## src/hdl/ks_pkg.sv

```systemverilog
// ----------------------------------------------------------------------------
// ks_pkg: shared types and constants for the k-smallest selector
// Payload structs, controller state, command and status bundles.
// ----------------------------------------------------------------------------
package ks_pkg;

  localparam int unsigned VALUE_W = 32;
  localparam int unsigned KCNT_W  = 5;
  localparam int unsigned APB_AW  = 3;
  localparam int unsigned APB_DW  = 32;

  // register indexes
  localparam logic REG_K_COUNT = 1'b0;

  localparam logic [KCNT_W-1:0] K_COUNT_RST = 5'd16;

  typedef struct packed {
    logic signed [VALUE_W-1:0] value;
    logic                      set_end;
  } in_item_t;

  typedef struct packed {
    logic signed [VALUE_W-1:0] kept_value;
    logic                      last_kept;
  } out_item_t;

  typedef enum logic [0:0] {
    ST_TAKE,
    ST_EMIT
  } ctrl_state_e;

  // controller to datapath
  typedef struct packed {
    logic take;       // insert the incoming value into the chain
    logic shift_out;  // head has been delivered, shift chain up
  } ctrl_cmd_t;

  // datapath to controller
  typedef struct packed {
    logic last;       // exactly one entry left in the chain
  } dp_status_t;

endpackage

```

## src/hdl/ks_cfg.sv

```systemverilog
// ----------------------------------------------------------------------------
// ks_cfg: APB-style register file
// Holds k_count; writes complete in the access phase, pready always high.
// ----------------------------------------------------------------------------
module ks_cfg (
  input  logic                       clk_i,
  input  logic                       rst_ni,
  input  logic                       psel,
  input  logic                       penable,
  input  logic                       pwrite,
  input  logic [ks_pkg::APB_AW-1:0]  paddr,
  input  logic [ks_pkg::APB_DW-1:0]  pwdata,
  output logic [ks_pkg::APB_DW-1:0]  prdata,
  output logic                       pready,
  output logic [ks_pkg::KCNT_W-1:0]  k_count_o
);

  logic [ks_pkg::KCNT_W-1:0] k_count_q, k_count_d;
  logic                      sel_k;

  // word index sits above the byte lane bits
  assign sel_k  = (paddr[2] == ks_pkg::REG_K_COUNT);
  assign pready = 1'b1;

  // write decode
  always_comb begin
    k_count_d = k_count_q;
    if (psel && penable && pwrite && sel_k) begin
      k_count_d = pwdata[ks_pkg::KCNT_W-1:0];
    end
  end

  always_ff @(posedge clk_i or negedge rst_ni) begin
    if (!rst_ni) begin
      k_count_q <= ks_pkg::K_COUNT_RST;
    end else begin
      k_count_q <= k_count_d;
    end
  end

  // read back
  always_comb begin
    prdata = '0;
    if (sel_k) begin
      prdata = {{(ks_pkg::APB_DW-ks_pkg::KCNT_W){1'b0}}, k_count_q};
    end
  end

  assign k_count_o = k_count_q;

endmodule

```

## src/hdl/ks_ctrl.sv

```systemverilog
// ----------------------------------------------------------------------------
// ks_ctrl: selector controller
// Collects values until the end of a set, then drains the sorted chain.
// ----------------------------------------------------------------------------
module ks_ctrl (
  input  logic                clk_i,
  input  logic                rst_ni,
  input  logic                in_valid_i,
  input  logic                in_set_end_i,
  output logic                in_ready_o,
  output logic                out_valid_o,
  input  logic                out_ready_i,
  input  ks_pkg::dp_status_t  status_i,
  output ks_pkg::ctrl_cmd_t   cmd_o
);

  ks_pkg::ctrl_state_e state_q, state_d;

  // next state
  always_comb begin
    state_d = state_q;
    unique case (state_q)
      ks_pkg::ST_TAKE: begin
        if (in_valid_i && in_set_end_i) begin
          state_d = ks_pkg::ST_EMIT;
        end
      end
      ks_pkg::ST_EMIT: begin
        if (out_ready_i && status_i.last) begin
          state_d = ks_pkg::ST_TAKE;
        end
      end
      default: state_d = ks_pkg::ST_TAKE;
    endcase
  end

  always_ff @(posedge clk_i or negedge rst_ni) begin
    if (!rst_ni) begin
      state_q <= ks_pkg::ST_TAKE;
    end else begin
      state_q <= state_d;
    end
  end

  // outputs
  always_comb begin
    in_ready_o      = 1'b0;
    out_valid_o     = 1'b0;
    cmd_o.take      = 1'b0;
    cmd_o.shift_out = 1'b0;
    unique case (state_q)
      ks_pkg::ST_TAKE: begin
        in_ready_o = 1'b1;
        cmd_o.take = in_valid_i;
      end
      ks_pkg::ST_EMIT: begin
        out_valid_o     = 1'b1;
        cmd_o.shift_out = out_ready_i;
      end
      default: ;
    endcase
  end

endmodule

```

## src/hdl/ks_datapath.sv

```systemverilog
// ----------------------------------------------------------------------------
// ks_datapath: sorted register chain
// Entries kept largest first; every entry compares against the new value in
// parallel, so an insert or a replace of the head completes in a single chain update.
// ----------------------------------------------------------------------------
module ks_datapath #(
  parameter int unsigned K_MAX = 16
) (
  input  logic                                clk_i,
  input  logic                                rst_ni,
  input  ks_pkg::ctrl_cmd_t                   cmd_i,
  input  logic signed [ks_pkg::VALUE_W-1:0]   value_i,
  input  logic [ks_pkg::KCNT_W-1:0]           k_count_i,
  output ks_pkg::dp_status_t                  status_o,
  output logic signed [ks_pkg::VALUE_W-1:0]   head_o
);

  localparam int unsigned CNT_W = $clog2(K_MAX + 1);
  localparam int unsigned CMP_W = (CNT_W > ks_pkg::KCNT_W) ? CNT_W : ks_pkg::KCNT_W;

  logic signed [ks_pkg::VALUE_W-1:0] store_q [K_MAX];
  logic signed [ks_pkg::VALUE_W-1:0] store_d [K_MAX];
  logic signed [ks_pkg::VALUE_W-1:0] prv_val [K_MAX];
  logic signed [ks_pkg::VALUE_W-1:0] nxt_val [K_MAX];
  logic [CNT_W-1:0]                  count_q, count_d;
  logic [K_MAX-1:0]                  ent_vld, ge_v, gt_v, prv_ge, nxt_gt;
  logic [ks_pkg::KCNT_W-1:0]         k_lim;
  logic                              do_append, do_replace;

  // neighbour taps and per-entry compares
  for (genvar i = 0; i < K_MAX; i++) begin : g_ent
    assign ent_vld[i] = (CNT_W'(i) < count_q);
    assign ge_v[i]    = ent_vld[i] && (store_q[i] >= value_i);
    assign gt_v[i]    = ent_vld[i] && (store_q[i] > value_i);
    if (i == 0) begin : g_first
      assign prv_val[i] = store_q[i];
      assign prv_ge[i]  = 1'b1;
    end else begin : g_mid
      assign prv_val[i] = store_q[i-1];
      assign prv_ge[i]  = ge_v[i-1];
    end
    if (i == K_MAX - 1) begin : g_last
      assign nxt_val[i] = store_q[i];
      assign nxt_gt[i]  = 1'b0;
    end else begin : g_body
      assign nxt_val[i] = store_q[i+1];
      assign nxt_gt[i]  = gt_v[i+1];
    end
  end

  // a k of zero behaves as one; the store size caps the rest
  assign k_lim      = (k_count_i == '0) ? ks_pkg::KCNT_W'(1) : k_count_i;
  assign do_append  = (CMP_W'(count_q) < CMP_W'(k_lim)) && (count_q < CNT_W'(K_MAX));
  assign do_replace = !do_append && (count_q != '0) && (value_i < store_q[0]);

  // chain update
  always_comb begin
    count_d = count_q;
    for (int i = 0; i < K_MAX; i++) begin
      store_d[i] = store_q[i];
    end
    priority if (cmd_i.shift_out) begin
      for (int i = 0; i < K_MAX; i++) begin
        store_d[i] = nxt_val[i];
      end
      count_d = count_q - CNT_W'(1);
    end else if (cmd_i.take && do_append) begin
      // open a slot behind all entries not below the new value
      for (int i = 0; i < K_MAX; i++) begin
        if (ge_v[i]) begin
          store_d[i] = store_q[i];
        end else if (prv_ge[i]) begin
          store_d[i] = value_i;
        end else begin
          store_d[i] = prv_val[i];
        end
      end
      count_d = count_q + CNT_W'(1);
    end else if (cmd_i.take && do_replace) begin
      // drop the head, close up entries above the new value; the new value
      // lands on the last entry still above it
      for (int i = 0; i < K_MAX; i++) begin
        if (nxt_gt[i]) begin
          store_d[i] = nxt_val[i];
        end else if (gt_v[i]) begin
          store_d[i] = value_i;
        end else begin
          store_d[i] = store_q[i];
        end
      end
    end else begin
    end
  end

  always_ff @(posedge clk_i) begin
    for (int i = 0; i < K_MAX; i++) begin
      store_q[i] <= store_d[i];
    end
  end

  always_ff @(posedge clk_i or negedge rst_ni) begin
    if (!rst_ni) begin
      count_q <= '0;
    end else begin
      count_q <= count_d;
    end
  end

  assign status_o.last = (count_q == CNT_W'(1));
  assign head_o        = store_q[0];

endmodule

```

## src/hdl/k_smallest_selector.sv

```systemverilog
// ----------------------------------------------------------------------------
// k_smallest_selector: keeps the k smallest signed values of each set
// Controller plus sorted register chain datapath, APB-style k_count register.
// ----------------------------------------------------------------------------
// While a set is collected the block takes one value per cycle: every entry of
// the sorted register chain compares with the incoming value at once, so an
// insert, or a replace of the largest entry, is a single chain update. An item
// marked set_end switches the block to draining: the n kept values (n up to
// k) leave largest first, one per cycle while out_ready_i is high, as the chain
// shifts up, and no input transaction is taken while they drain. The chain
// is empty again after its last value, marked by last_kept, has been taken.
module k_smallest_selector #(
  parameter int unsigned K_MAX = 16
) (
  input  logic                       clk_i,
  input  logic                       rst_ni,
  // configuration
  input  logic                       psel,
  input  logic                       penable,
  input  logic                       pwrite,
  input  logic [ks_pkg::APB_AW-1:0]  paddr,
  input  logic [ks_pkg::APB_DW-1:0]  pwdata,
  output logic [ks_pkg::APB_DW-1:0]  prdata,
  output logic                       pready,
  // input values
  input  logic                       in_valid_i,
  output logic                       in_ready_o,
  input  ks_pkg::in_item_t           in_data_i,
  // kept values
  output logic                       out_valid_o,
  input  logic                       out_ready_i,
  output ks_pkg::out_item_t          out_data_o
);

  logic [ks_pkg::KCNT_W-1:0]         k_count;
  ks_pkg::ctrl_cmd_t                 cmd;
  ks_pkg::dp_status_t                status;
  logic signed [ks_pkg::VALUE_W-1:0] head;

  ks_cfg u_cfg (
    .clk_i     (clk_i),
    .rst_ni    (rst_ni),
    .psel      (psel),
    .penable   (penable),
    .pwrite    (pwrite),
    .paddr     (paddr),
    .pwdata    (pwdata),
    .prdata    (prdata),
    .pready    (pready),
    .k_count_o (k_count)
  );

  ks_ctrl u_ctrl (
    .clk_i        (clk_i),
    .rst_ni       (rst_ni),
    .in_valid_i   (in_valid_i),
    .in_set_end_i (in_data_i.set_end),
    .in_ready_o   (in_ready_o),
    .out_valid_o  (out_valid_o),
    .out_ready_i  (out_ready_i),
    .status_i     (status),
    .cmd_o        (cmd)
  );

  ks_datapath #(
    .K_MAX (K_MAX)
  ) u_datapath (
    .clk_i     (clk_i),
    .rst_ni    (rst_ni),
    .cmd_i     (cmd),
    .value_i   (in_data_i.value),
    .k_count_i (k_count),
    .status_o  (status),
    .head_o    (head)
  );

  // head of the chain is the outgoing transaction
  assign out_data_o.kept_value = head;
  assign out_data_o.last_kept  = status.last;

endmodule

```

## config.mk

```make
export PLATFORM = sky130hd
export DESIGN_NAME = k_smallest_selector
export DESIGN_NICKNAME = d
export VERILOG_FILES = /design/src/hdl/ks_pkg.sv /design/src/hdl/ks_cfg.sv /design/src/hdl/ks_ctrl.sv /design/src/hdl/ks_datapath.sv /design/src/hdl/k_smallest_selector.sv
export SDC_FILE = /design/constraint.sdc
export NUM_CORES = 2
export LEC_CHECK = 0
export BUFFER_PORTS_ARGS = -buffer_cell sky130_fd_sc_hd__buf_4
export CAP_MARGIN = 15
export CORE_MARGIN = 2
export CORE_UTILIZATION = 45
export CTS_BUF_LIST = sky130_fd_sc_hd__clkbuf_2
export CTS_CLUSTER_DIAMETER = 120
export CTS_CLUSTER_SIZE = 20
export DETAILED_ROUTE_END_ITERATION = 8
export PLACE_DENSITY = 0.58
export SLEW_MARGIN = 20
export SYNTH_ARGS = -nofsm -noshare
export SYNTH_HDL_FRONTEND = slang
export SYNTH_SLANG_ARGS = --single-unit
```

## constraint.sdc

```tcl
create_clock -name clk_i -period 6.8 [get_ports clk_i]
set_input_delay 1.36 -clock clk_i [delete_from_list [all_inputs] [get_ports clk_i]]
set_output_delay 1.36 -clock clk_i [all_outputs]
set_load 0.02 [all_outputs]
```

==> flow_summary.json <==
{
  "run_status": "finished, final reports clean",
  "detailroute.via_count": 31400,
  "clock_tree.buffer_depth": 3,
  "grt_max_degree": 130,
  "placementRows": 106,
  "irDropWorstVdd_v": 0.000296,
  "design.final.nets": 4124,
  "max_cap_violations": 0,
  "dp_cells": 4576,
  "kind_of_critical_path": "primary input to flip-flop",
  "area_of_the_placeable_core_um2": 83300,
  "cell_pwr_density_nw_per_um2": 455,
  "clk_pin_slew_worst_paths_ns": 0.37,
  "ratio_of_cells_with_drive_above_1_in_the_final_layout": 0.119,
  "critical_path.reg2reg.endpoint": "u_datapath.store_q[1][105]$_DFFE_PP_",
  "final_core_util": 0.482,
  "worstHoldStart": "pwdata[1]",
  "worstSkewPairLatency_ns": 1.29,
  "async_flop_share": 0.0210,
  "finalClockSkew_ns": 0.114,
  "cts_made_buffers": 30,
  "finalCriticalPeriod_ns": 4.62,
  "synth_cell_type_count": 98,
  "post_drt_via_cell_ratio": 6.77,
  "global_route_wire_length_before_repair_mm": 189,
  "layout.cells.non_filler": 4641,
  "area.growth.synth_to_final_pct": 6.48,
  "worst_hold_path.endpoint": "u_cfg.k_count_o[1]$_DFFE_PN0P_",
  "timing.critical_path.slowest_stage_cell": "nor3b_1",
  "post_synth_main_area_contributors": "edfxtp_1 41%, ha_1 17%, a221o_1 5.3%, a22oi_1 4.6%, o21ai_0 3.3%",
  "yosys_warnings": 0,
  "fill_count": 7633,
  "dieWidth_um": 294,
  "maxSlewViolCount": 0,
  "grt_overflow_total": 0,
  "drcViolationCount": 0,
  "gr-usage-all-layers": 0.286,
  "ys_seq_elements": 523,
  "cts.repair_timing.setup_buffer_count": 0,
  "timing.final.hold_violations": 0,
  "worstPathRequired_ns": 7.88,
  "reg2reg_depth": 12,
  "ios": 143,
  "whs_path_depth": 2,
  "hold-worst-slack_ns": 0.304,
  "postRouteAntennaNets": 0,
  "rsz_0062_raised_after_global_routing": "no",
  "htree_num_levels": 1,
  "floorplan.initialDensity": 0.453,
  "dieArea_um2": 86200,
  "detailed_place_hpwl_mm": 102,
  "period_share": 0.679,
  "floorplan_die_height_um": 294,
  "worstSetupStartpointType": "primary input",
  "slew-limit-headroom": 0.219,
  "type_of_destination_of_the_critical_path": "flip-flop",
  "timing_worst_slew_pin_value_ns": 1.16,
  "worst_r2r_startpoint": "u_datapath.store_q[0][31]$_DFFE_PP_",
  "cp_cell_sequence": "buf_4 > clkinv_1 > ha_1 > nand4_1 > nor3_1 > a211oi_1 > nor3b_1 > and3_1 > or3_1 > buf_4 > o22ai_2 > buf_4 > a221o_1",
  "synth_top_area_share": 0.408,
  "timing.critical_path.mode_cell": "buf_4",
  "clock_sinks": 523,
  "max_stage_delay_ns": 0.74,
  "cts_tree": "yes",
  "path_buf_inv": 4,
  "routed_wirelength_mm": 126,
  "antenna_found_initial": 3,
  "cp_top_family": "simple AND/OR/NAND/NOR gates",
  "ff2ff_setup_slack_ns": 2.47,
  "synth_sequential_area_ratio": 0.415,
  "buffer_ports.inserted": 85,
  "routed_wire_length_per_instance_um": 27.2,
  "post_synth.cell_area_avg_um2": 10.8,
  "synth_largest_area_cell": "edfxtp_1",
  "setup_violations": 0,
  "synth_area_um2": 37700,
  "synth_enable_flop_cells": 512,
  "static-leakage-power_nw": 15.5,
  "min-delay-path-class": "primary input to flip-flop",
  "drt_iter0_drc": 3047,
  "timing.critical_path.fanout_max": 33,
  "ctsRootBufferMaster": "clkbuf_2",
  "setup_total_negative_slack_ns": 0,
  "number_of_global_route_vias_before_repair": 30700,
  "netlist_instances": 3498,
  "drt_pass1_iterations": 8,
  "synth_top_flop_cell": "edfxtp_1",
  "max_freq_ghz": 0.217,
  "worst_ep_arrival_time_ns": 5.70,
  "place.gp.congestion": 1.01
}
==> worst max path at each step <==
stage | start | end | slack, ns | cells after the start
2_1_floorplan | in_data_i[32] | u_datapath.store_q[0][100]$_DFFE_PP_ | 0.08 | 10
3_3_place_gp | in_data_i[28] | u_datapath.store_q[1][103]$_DFFE_PP_ | 0.95 | 12
3_5_place_dp | in_data_i[28] | u_datapath.store_q[1][167]$_DFFE_PP_ | 0.84 | 13
4_1_cts | in_data_i[28] | u_datapath.store_q[1][167]$_DFFE_PP_ | 2.30 | 13
5_1_grt | in_data_i[7] | u_datapath.store_q[1][52]$_DFFE_PP_ | 2.03 | 13
6_report | in_data_i[28] | u_datapath.store_q[1][167]$_DFFE_PP_ | 2.18 | 13
==> per-stage QoR <==
step                setup WS, ns  power (mW)  area [um^2]
finish                      2.18        18.3        40200
global route                2.03        19.5        40100
CTS                         2.30        18.1        40100
detailed placement         0.839        16.8        39800
global placement           0.950        16.3        39800
floorplan                 0.0827        13.4        37900
==> what timing repair did <==
| item | 4_1_cts | 5_1_grt |
|---|---|---|
| hold buffers | 1 | 0 |
| endpoints found under the hold margin | 10 | 0 |
| gates resized for setup | 0 | 0 |
==> per-layer routing <==
layer / vias up / wire [um] / global-route usage
li1: 14200 / - / -
met1: 15600 / 53700 / 0.390
met2: 1416 / 59200 / 0.477
met3: 210 / 8860 / 0.0281
met4: 0 / 4580 / 0.0984
met5: - / 0 / 0
==> final cells by class <==
cell class              count  area [um^2]  area share
repair buffers            202         1530      0.0381
well taps                1080         1350      0.0336
diodes                      8         20.0    0.000498
multi-input cells        2662        20900       0.520
inverters                 110          413      0.0103
clock inverters             1         20.0    0.000498
flip-flops and latches    523        15700       0.390
clock buffers              55          275     0.00685
==> sequential cells by signal, summed over array words and instances (netlist names) <==
signal              cells
u_datapath.count_q      5
u_datapath.store_q    512
u_ctrl.state_q          1
u_cfg.k_count_o         5
==> synth_stat cells (10+ instances only) <==
cell      instances
or3_1            18
o21ai_1          84
a221oi_1         10
a32oi_1          32
clkbuf_1        123
nor4_1           20
a22oi_1         229
and3_1           77
a21o_1           31
a21oi_1         238
and4_1           36
ha_1            520
edfxtp_1        512
o211ai_1         34
nand2b_1         12
nand4_1         111
and2_1           66
a21oi_2          31
buf_4            39
a31oi_1          16
nor2_1           76
nand3_1          82
dfrtp_1          10
o21ai_0         246
a221o_1         201
nand2_1         140
or4_1            13
nor2b_1          53
nor3_1           22
inv_1            79
buf_2            52
mux2_2           65
a211oi_1         26
clkinv_1         31
==> kinds of logic after synthesis <==
logic type / count (synthesis) / synth area share
xor gates and xnor gates: 4 / 0.000929
AOI/OAI and AO/OA: 1279 / 0.237
and+or+nand+nor: 762 / 0.114
adders and majority gates: 520 / 0.172
buffers and inverters: 339 / 0.0405
muxes: 69 / 0.0205
DFF: 523 / 0.415
other: 2 / 0.000199
==> worst register-to-register path, stage by stage, from the launching register on <==
cell and delay, ns:
edfxtp_1 0.53, inv_1 0.07, ha_1 0.49, nand4_1 0.26, nor4_1 0.86, o31a_1 0.35, nor2_1 0.08, xnor2_1 0.15
buf_4 0.19, a21oi_2 0.06, buf_4 0.29, a311oi_4 0.25, buf_4 0.45
==> cells in the final DEF (no fill, tap or decap), types with 73 or more instances in the layout <==
cell / synthesis / routed
ha_1: 520 / 520
buf_4: 39 / 200
edfxtp_1: 512 / 512
a22oi_1: 229 / 229
o21ai_1: 84 / 80
o21ai_0: 246 / 246
a221o_1: 201 / 201
nand3_1: 82 / 82
nand2_1: 140 / 139
nor2_1: 76 / 73
inv_1: 79 / 79
a21oi_1: 238 / 234
nand4_1: 111 / 111
and3_1: 77 / 77
==> report_power, final <==
group,internal (mW),switching (mW),leakage [nW]
combinational,3.66,5.38,10.2
sequential,5.94,2.01,5.10
clock,0.212,1.05,0.238
total,9.81,8.45,15.5
Note: power is estimated with default switching activity, not from simulation.
